**src/design/gf256_arithmetic_unit_assert.svh**
```systemverilog
// Assertion macros for the GF(256) arithmetic unit.
// Used by modules that include this header; expects clk and rst in scope.
`ifndef GF256_ARITHMETIC_UNIT_ASSERT_SVH
`define GF256_ARITHMETIC_UNIT_ASSERT_SVH

// Same-cycle implication.
`define GFAU_ASSERT_IMP(label, ante, cons, msg) \
  label: assert property (@(posedge clk) disable iff (rst) (ante) |-> (cons)) \
    else $error(msg);

// Next-cycle implication.
`define GFAU_ASSERT_NXT(label, ante, cons, msg) \
  label: assert property (@(posedge clk) disable iff (rst) (ante) |=> (cons)) \
    else $error(msg);

`endif

```
**src/design/gfau_pkg.sv**
```systemverilog
// Shared types, constants and constant log/exp tables for the GF(256) unit.
// No dependencies.
`default_nettype none

package gfau_pkg;

  localparam logic [8:0] GF_POLY  = 9'h11D;
  localparam logic [8:0] GF_ORDER = 9'd255;

  typedef enum logic [1:0] {
    OP_MUL = 2'd0,
    OP_DIV = 2'd1,
    OP_POW = 2'd2,
    OP_INV = 2'd3
  } op_t;

  // Result class decided up front; SPEC_NONE means the exp table answers.
  typedef enum logic [1:0] {
    SPEC_NONE = 2'd0,
    SPEC_ZERO = 2'd1,
    SPEC_ONE  = 2'd2,
    SPEC_BAD  = 2'd3
  } spec_t;

  typedef struct packed {
    op_t        op;
    spec_t      spec;
    logic [7:0] log_a;
    logic [7:0] log_b;
    logic [7:0] expo;
  } entry_t;

  typedef logic [7:0] gf_tbl_t [256];

  function automatic gf_tbl_t gen_exp();
    gf_tbl_t    t;
    logic [8:0] x;
    x = 9'd1;
    for (int i = 0; i < 256; i++) begin
      t[i] = x[7:0];
      x = x << 1;
      if (x[8]) begin
        x = x ^ GF_POLY;
      end
    end
    return t;
  endfunction

  function automatic gf_tbl_t gen_log();
    gf_tbl_t    t;
    logic [8:0] x;
    x = 9'd1;
    t[0] = 8'd0;
    for (int i = 0; i < 255; i++) begin
      t[x[7:0]] = 8'(i);
      x = x << 1;
      if (x[8]) begin
        x = x ^ GF_POLY;
      end
    end
    return t;
  endfunction

  localparam gf_tbl_t EXP_TBL = gen_exp();
  localparam gf_tbl_t LOG_TBL = gen_log();

endpackage

`default_nettype wire

```
**src/design/gfau_req_if.sv**
```systemverilog
// Request channel: operation kind and two byte operands.
// No dependencies.
`default_nettype none

interface gfau_req_if;
  logic       valid;
  logic       ready;
  logic [1:0] kind;
  logic [7:0] operand_a;
  logic [7:0] operand_b;

  modport source (output valid, kind, operand_a, operand_b, input ready);
  modport sink   (input valid, kind, operand_a, operand_b, output ready);
endinterface

`default_nettype wire

```
**src/design/gfau_rsp_if.sv**
```systemverilog
// Response channel: result byte and invalid flag.
// No dependencies.
`default_nettype none

interface gfau_rsp_if;
  logic       valid;
  logic       ready;
  logic [7:0] result;
  logic       invalid;

  modport source (output valid, result, invalid, input ready);
  modport sink   (input valid, result, invalid, output ready);
endinterface

`default_nettype wire

```
**src/design/gf256_arithmetic_unit.sv**
```systemverilog
// GF(256) arithmetic unit, polynomial 0x11D: multiply, divide, power, inverse.
// A request goes through a queue entry and then the result register before the response.
// Throughput: 1 item per cycle unless rsp stalls; the QUEUE_DEPTH-entry queue absorbs them.
// Reset: synchronous rst empties the queue and drops the result register; no tables to clear.
// Depends on gfau_pkg, gfau_req_if, gfau_rsp_if, gfau_front, gfau_queue, gfau_back.
`default_nettype none

module gf256_arithmetic_unit #(
  parameter int QUEUE_DEPTH = 4
) (
  input  logic       clk,
  input  logic       rst,
  gfau_req_if.sink   req,
  gfau_rsp_if.source rsp
);
  import gfau_pkg::*;

  // front -> queue
  logic   push;
  entry_t push_data;
  logic   q_full;

  // queue -> back
  logic   q_valid;
  entry_t q_data;
  logic   pop;

  // Front: log lookups and special-case classification, combinational on the request.
  gfau_front u_front (
    .req       (req),
    .q_full    (q_full),
    .push      (push),
    .push_data (push_data)
  );

  // Decouples request acceptance from response backpressure.
  gfau_queue #(
    .DEPTH (QUEUE_DEPTH)
  ) u_queue (
    .clk       (clk),
    .rst       (rst),
    .push      (push),
    .push_data (push_data),
    .full      (q_full),
    .pop       (pop),
    .q_valid   (q_valid),
    .q_data    (q_data)
  );

  // Back: index arithmetic modulo 255, result register, exp table on the output.
  gfau_back u_back (
    .clk     (clk),
    .rst     (rst),
    .q_valid (q_valid),
    .q_data  (q_data),
    .pop     (pop),
    .rsp     (rsp)
  );

endmodule

`default_nettype wire

```
**src/design/gfau_front.sv**
```systemverilog
// Front end: takes request items, looks up operand logs, classifies special cases.
// Depends on gfau_pkg and gfau_req_if.
`default_nettype none

module gfau_front (
  gfau_req_if.sink         req,
  input  logic             q_full,
  output logic             push,
  output gfau_pkg::entry_t push_data
);
  import gfau_pkg::*;

  logic a_zero;
  logic b_zero;
  op_t  op;

  assign a_zero    = (req.operand_a == 8'd0);
  assign b_zero    = (req.operand_b == 8'd0);
  assign op        = op_t'(req.kind);
  assign req.ready = !q_full;
  assign push      = req.valid;

  always_comb begin
    push_data.op    = op;
    push_data.log_a = LOG_TBL[req.operand_a];
    push_data.log_b = LOG_TBL[req.operand_b];
    push_data.expo  = req.operand_b;
    push_data.spec  = SPEC_NONE;
    unique case (op)
      OP_MUL: begin
        if (a_zero || b_zero) push_data.spec = SPEC_ZERO;
      end
      OP_DIV: begin
        priority if (b_zero) push_data.spec = SPEC_BAD;
        else if (a_zero)     push_data.spec = SPEC_ZERO;
        else                 push_data.spec = SPEC_NONE;
      end
      OP_POW: begin
        // zero exponent wins over zero base
        priority if (b_zero) push_data.spec = SPEC_ONE;
        else if (a_zero)     push_data.spec = SPEC_ZERO;
        else                 push_data.spec = SPEC_NONE;
      end
      OP_INV: begin
        if (a_zero) push_data.spec = SPEC_BAD;
      end
      default: push_data.spec = SPEC_NONE;
    endcase
  end

endmodule

`default_nettype wire

```
**src/design/gfau_queue.sv**
```systemverilog
// Short queue between front and back end.
// Depends on gfau_pkg and gf256_arithmetic_unit_assert.svh.
`default_nettype none

module gfau_queue #(
  parameter int DEPTH = 4
) (
  input  logic             clk,
  input  logic             rst,
  input  logic             push,
  input  gfau_pkg::entry_t push_data,
  output logic             full,
  input  logic             pop,
  output logic             q_valid,
  output gfau_pkg::entry_t q_data
);
  import gfau_pkg::*;

  localparam int PW = (DEPTH > 1) ? $clog2(DEPTH) : 1;
  localparam int CW = $clog2(DEPTH + 1);
  localparam logic [PW-1:0] LAST = PW'(DEPTH - 1);
  localparam logic [CW-1:0] DEPTH_C = CW'(DEPTH);

  entry_t        mem [DEPTH];
  logic [PW-1:0] wptr;
  logic [PW-1:0] rptr;
  logic [CW-1:0] count;
  logic          do_push;
  logic          do_pop;

  assign full    = (count == DEPTH_C);
  assign q_valid = (count != '0);
  assign q_data  = mem[rptr];
  assign do_push = push && !full;
  assign do_pop  = pop && q_valid;

  always_ff @(posedge clk) begin
    if (do_push) begin
      mem[wptr] <= push_data;
    end
  end

  always_ff @(posedge clk) begin
    if (rst) begin
      wptr  <= '0;
      rptr  <= '0;
      count <= '0;
    end else begin
      if (do_push) wptr <= (wptr == LAST) ? '0 : wptr + 1'b1;
      if (do_pop)  rptr <= (rptr == LAST) ? '0 : rptr + 1'b1;
      unique case ({do_push, do_pop})
        2'b10:   count <= count + 1'b1;
        2'b01:   count <= count - 1'b1;
        default: count <= count;
      endcase
    end
  end

`include "gf256_arithmetic_unit_assert.svh"

  `GFAU_ASSERT_IMP(a_count_bound, 1'b1, count <= DEPTH_C, "queue count over depth")
  `GFAU_ASSERT_IMP(a_empty_ptrs, count == '0, rptr == wptr, "empty queue with split pointers")
  `GFAU_ASSERT_NXT(a_push_only, do_push && !do_pop, count == $past(count) + 1'b1,
                   "push did not grow queue")

endmodule

`default_nettype wire

```
**src/design/gfau_back.sv**
```systemverilog
// Back end: forms the exp table index from the logs and holds the result register.
// Depends on gfau_pkg and gfau_rsp_if.
`default_nettype none

module gfau_back (
  input  logic             clk,
  input  logic             rst,
  input  logic             q_valid,
  input  gfau_pkg::entry_t q_data,
  output logic             pop,
  gfau_rsp_if.source       rsp
);
  import gfau_pkg::*;

  logic        ovalid;
  logic [7:0]  oidx;
  spec_t       ospec;
  logic [7:0]  idx;
  logic [8:0]  sum;
  logic [8:0]  diff;
  logic [15:0] prod;
  logic [8:0]  fold1;
  logic [8:0]  fold2;

  assign pop = q_valid && (!ovalid || rsp.ready);

  // 256 = 1 mod 255, so folding bytes reduces modulo the group order
  always_comb begin
    sum   = {1'b0, q_data.log_a} + {1'b0, q_data.log_b};
    diff  = {1'b0, q_data.log_a} - {1'b0, q_data.log_b};
    prod  = {8'd0, q_data.log_a} * {8'd0, q_data.expo};
    fold1 = {1'b0, prod[15:8]} + {1'b0, prod[7:0]};
    fold2 = {8'd0, fold1[8]} + {1'b0, fold1[7:0]};
    unique case (q_data.op)
      OP_MUL: idx = (sum >= GF_ORDER) ? 8'(sum - GF_ORDER) : sum[7:0];
      OP_DIV: idx = diff[8] ? 8'(diff + GF_ORDER) : diff[7:0];
      OP_POW: idx = (fold2 == GF_ORDER) ? 8'd0 : fold2[7:0];
      OP_INV: idx = (q_data.log_a == 8'd0) ? 8'd0 : 8'(GF_ORDER - {1'b0, q_data.log_a});
      default: idx = 8'd0;
    endcase
  end

  always_ff @(posedge clk) begin
    if (rst) begin
      ovalid <= 1'b0;
    end else if (pop) begin
      ovalid <= 1'b1;
    end else if (rsp.ready) begin
      ovalid <= 1'b0;
    end
  end

  always_ff @(posedge clk) begin
    if (pop) begin
      oidx  <= idx;
      ospec <= q_data.spec;
    end
  end

  assign rsp.valid   = ovalid;
  assign rsp.invalid = (ospec == SPEC_BAD);

  always_comb begin
    unique case (ospec)
      SPEC_NONE: rsp.result = EXP_TBL[oidx];
      SPEC_ONE:  rsp.result = 8'd1;
      SPEC_ZERO: rsp.result = 8'd0;
      SPEC_BAD:  rsp.result = 8'd0;
      default:   rsp.result = 8'd0;
    endcase
  end

endmodule

`default_nettype wire
```
**src/flat_wrapper.sv**
```systemverilog
// flat-port wrapper written by rule: the top's interface ports become plain ports
module gf256_arithmetic_unit_flat import gfau_pkg::*;
#(
  parameter int QUEUE_DEPTH = 4
)
  (clk, rst, req_valid, req_kind, req_operand_a, req_operand_b, req_ready, rsp_valid, rsp_result, rsp_invalid, rsp_ready);
  gfau_req_if req_i ();
  gfau_rsp_if rsp_i ();
  input  logic clk;
  input  logic rst;
  input wire logic [$bits(req_i.valid)-1:0] req_valid;
  input wire logic [$bits(req_i.kind)-1:0] req_kind;
  input wire logic [$bits(req_i.operand_a)-1:0] req_operand_a;
  input wire logic [$bits(req_i.operand_b)-1:0] req_operand_b;
  output wire logic [$bits(req_i.ready)-1:0] req_ready;
  output wire logic [$bits(rsp_i.valid)-1:0] rsp_valid;
  output wire logic [$bits(rsp_i.result)-1:0] rsp_result;
  output wire logic [$bits(rsp_i.invalid)-1:0] rsp_invalid;
  input wire logic [$bits(rsp_i.ready)-1:0] rsp_ready;
  assign req_i.valid = req_valid;
  assign req_i.kind = req_kind;
  assign req_i.operand_a = req_operand_a;
  assign req_i.operand_b = req_operand_b;
  assign req_ready = req_i.ready;
  assign rsp_valid = rsp_i.valid;
  assign rsp_result = rsp_i.result;
  assign rsp_invalid = rsp_i.invalid;
  assign rsp_i.ready = rsp_ready;
  gf256_arithmetic_unit #(.QUEUE_DEPTH(QUEUE_DEPTH)) u_core (.clk(clk), .rst(rst), .req(req_i), .rsp(rsp_i));
endmodule
```
**config.mk**
```make
export PLATFORM = sky130hd
export DESIGN_NAME = gf256_arithmetic_unit_flat
export DESIGN_NICKNAME = d
export VERILOG_FILES = /design/src/design/gfau_pkg.sv /design/src/design/gfau_req_if.sv /design/src/design/gfau_rsp_if.sv /design/src/design/gf256_arithmetic_unit.sv /design/src/design/gfau_front.sv /design/src/design/gfau_queue.sv /design/src/design/gfau_back.sv /design/src/flat_wrapper.sv
export VERILOG_INCLUDE_DIRS = /design/src /design/src/design
export SDC_FILE = /design/constraint.sdc
export NUM_CORES = 1
export LEC_CHECK = 0
export BUFFER_PORTS_ARGS = -buffer_cell sky130_fd_sc_hd__buf_2
export CAP_MARGIN = 25
export CORE_MARGIN = 2
export CORE_UTILIZATION = 55
export CTS_BUF_LIST = sky130_fd_sc_hd__clkbuf_8
export CTS_CLUSTER_DIAMETER = 100
export DETAILED_ROUTE_END_ITERATION = 6
export GPL_TIMING_DRIVEN = 0
export PLACE_DENSITY = 0.74
export REMOVE_ABC_BUFFERS = 1
export SYNTH_ARGS = -nofsm -noshare
export SYNTH_HDL_FRONTEND = slang
export SYNTH_SLANG_ARGS = --single-unit
export TNS_END_PERCENT = 5
```
**constraint.sdc**
```tcl
create_clock -name clk -period 8.4 [get_ports clk]
set_input_delay 0.84 -clock clk [delete_from_list [all_inputs] [get_ports clk]]
set_output_delay 0.84 -clock clk [all_outputs]
set_load 0.01 [all_outputs]
```
==> summary.md <==
| Metric | Value |
|---|---|
| Die width | `around 190 um` |
| CP Capture Type | `register` |
| Cell family with most CP delay | `adder cells` |
| PortBufs | `32` |
| Via density | `7.213` |
| Worst Setup EP | `u_core.u_back.oidx[5]` |
| WP buf/inv | `3` |
| H-tree levels | `4` |
| Reg2reg setup slack | `560 ps` |
| CP max stage cell | `mux4_2` |
| Synth Area in Simple Gates | `between 20% and 30%` |
| Largest net degree at the start of global routing | `between 100 and 150` |
| ANT cells | `0` |
| Remaining DRCs | `2` |
| Via count | `around 19000` |
| Async set-or-reset flop fraction in the synthesized netlist | `0%` |
| Row Count | `66` |
| Fin area | `0.01925 mm2` |
| Endpoints failing hold | `0` |
| I/O pin cnt | `33` |
| Synth area leader | `edfxtp_1` |
| Finish-stage setup viols | `0` |
| CP Launch Type | `register` |
| Status | `finished, violations left` |
| Cell mode on critical path | `fa_1` |
| Fraction of layout cells with a size suffix above 1 | `under 10%` |
| CTS tree | `done` |
| CTS max path bufs | `2` |
| Largest family of logic cells by synthesized area | `compound AO/OA/AOI/OAI gates` |
| Most frequent cell after synthesis | `nand2_1` |
| HPWL after detailed placement | `~46000 um` |
| Max-cap viol count | `0` |
| Clock Latency Late Sink | `between 400 and 500 ps` |
| Synth warn | `0` |
| Final Max Slew Viols | `0` |
| Number of synthesized flops with an enable pin | `between 100 and 150` |
| Max incr delay on CP | `between 600 and 700 ps` |
| Global route overflow | `0` |
| Critical path depth | `26` |
| WL/cell | `around 25 um` |
| Total CTS buffers | `17` |
| Tcrit/Tclk final | `93.32%` |
| Compound-gate portion of the synthesized area | `25.95%` |
| Reg2Reg Depth | `26` |
| Synth Flop Type | `edfxtp_1` |
| Detailed Route Iter0 Violations | `3142` |
| Achievable clock frequency | `~0.13 GHz` |
| Slew margin rel. | `a little under a third` |
| Hold WS | `481.2 ps` |
| Synth Area in Adders | `13.10%` |
| Synth top area share | `between 10% and 20%` |
| WL final | `around 65000 um` |
| Setup_tns | `0 ps` |
| Antenna violations before repair | `0` |
| Filler Cell Count | `about 2900` |
| Synth top area cells | `edfxtp_1, ha_1, mux4_2, a21oi_1, fa_1` |
| Failing checks | `design-rule violations` |
| Hold-fix buffers, CTS | `0` |
| Drt pass-1 iters | `7` |
| Worst-path maximum fanout | `13` |
| Vias in the first global route | `17433` |
| Final ANT Viol Nets | `0` |
| Core Area | `0.03270 mm2` |
| Gp weighted congestion | `between 1 and 1.5` |
| Least-Margin Pin Slew | `slightly above 1000 ps` |
| WP data arrival | `approximately 8000 ps` |
| Hold Path Class | `register to register` |
| Placement Cell Area | `approximately 0.019 mm2` |
| Reg clk slew, reported paths | `~70 ps` |
| Top cells by count, synth | `nand2_1, nor2_1, a21oi_1` |
| Mux share of post-synthesis cell area | `9.478%` |
| Initial Util | `around 56%` |
| Sequential area share after synthesis | `a little over a fifth` |
| Crit path kind | `register to register` |
| Die area | `~0.035 mm2` |
| Chip Height | `186.6 um` |
| Worst Skew | `24.89 ps` |
| Mapped Cells | `~2200` |
| Layout net count | `2318` |
| Mapped Area | `between 0.015 and 0.02 mm2` |
| RSZ-0062 raised after global routing | `no` |
| CTS root buf | `clkbuf_8` |
| Syn avg cell area | `around 8.2 um2` |
| Min Tclk post-route | `7839 ps` |
| Syn-to-layout area delta | `5.002%` |
| Critical path required time | `approximately 8600 ps` |
| #FFs+latches synth | `between 100 and 150` |
| Clock sink total | `132` |
| Worst r2r dst | `u_core.u_back.oidx[5]` |
| GRT Total Usage | `between 30% and 40%` |
| Synth unique cells | `approximately 90` |
| First-pass GRT wire length | `between 100000 and 150000 um` |
| XOR/XNOR Fraction of Synth Area | `~2.0%` |
per-layer routing:
layer | vias to the layer above | GRT usage, % | wire length (um)
met5 | - | 0 | 0
met4 | 0 | 17.70 | 3430
met3 | 294 | 6.395 | 6951
met2 | 1332 | 57.26 | 29050
met1 | 8807 | 48.64 | 25250
li1 | 8198 | - | -
timing repair:
item                                    in CTS  in global routing
gates cloned                                 0                  0
resized for setup                            3                  3
buffers inserted                             0                  5
endpoints found under the setup margin       7                  8
through the flow:
| step | std cells | util, % | setup WS (ps) |
|---|---|---|---|
| 5_1_grt | 2583 | 58.88 | 4.471 |
| 2_1_floorplan | 2051 | - | 204.9 |
| 3_3_place_gp | 2525 | 55.64 | -942.1 |
| 6_report | 2583 | 58.88 | 560.7 |
| 3_5_place_dp | 2545 | 57.32 | -224.1 |
| 4_1_cts | 2577 | 58.63 | 27.71 |
layout make-up:
class                           instances  area (um2)  share of cell area (%)
Multi-Input combinational cell       1802       13200                   68.54
Inverter                              117       439.2                   2.281
Tap cell                              442       553.0                   2.872
Clock inverter                         15       188.9                  0.9813
Clock buffer                           17       234.0                   1.215
Sequential cell                       132        3871                   20.11
Timing Repair Buffer                   58       770.7                   4.003
worst min-delay path: stages (launching register included):
cell,delay [ps]
dfxtp_1,330
nand2_1,60
a21oi_1,50
cells by family after synthesis:
group	Yosys count
and+or+nand+nor	791
AOI/OAI and AO/OA	713
buffers and inverters	314
adders and majority gates	168
DFF	132
muxes	88
xor gates and xnor gates	42
flip-flops by register name, indices dropped and copies added, names as in the netlist, named ones only:
| register | flops |
|---|---|
| u_core.u_queue.mem | 112 |
| u_core.u_back.oidx | 8 |
| u_core.u_queue.count | 3 |
| u_core.u_back.ospec | 2 |
| u_core.u_queue.rptr | 2 |
| u_core.u_queue.wptr | 2 |
| u_core.u_back.rsp.valid | 1 |
cells in the final DEF, fill, tap and decap left out, types with 54 or more instances in the layout:
cell type	Yosys	final
mux4_2	68	68
edfxtp_1	122	122
nor3_1	69	69
ha_1	128	128
a31oi_1	54	54
and2_1	72	72
o21ai_0	143	143
nand2b_1	58	58
a21oi_1	180	179
nand3_1	71	71
nand2_1	188	188
nor2_1	184	184
inv_1	112	113
how the worst min path moves through the flow:
stage                       startpoint                 endpoint  slack [ps]  cells after the start
6_report       u_core.u_back.rsp.valid  u_core.u_back.rsp.valid         480                      2
5_1_grt        u_core.u_back.rsp.valid  u_core.u_back.rsp.valid         510                      2
4_1_cts        u_core.u_back.rsp.valid  u_core.u_back.rsp.valid         490                      2
3_5_place_dp   u_core.u_back.rsp.valid  u_core.u_back.rsp.valid         480                      2
3_3_place_gp   u_core.u_back.rsp.valid  u_core.u_back.rsp.valid         450                      2
2_1_floorplan  u_core.u_queue.count[2]  u_core.u_queue.count[2]         470                      2
Power is left out: the tool's default activity adds up to more than one toggle a clock period on the data nets, which glitch-free logic cannot reach.
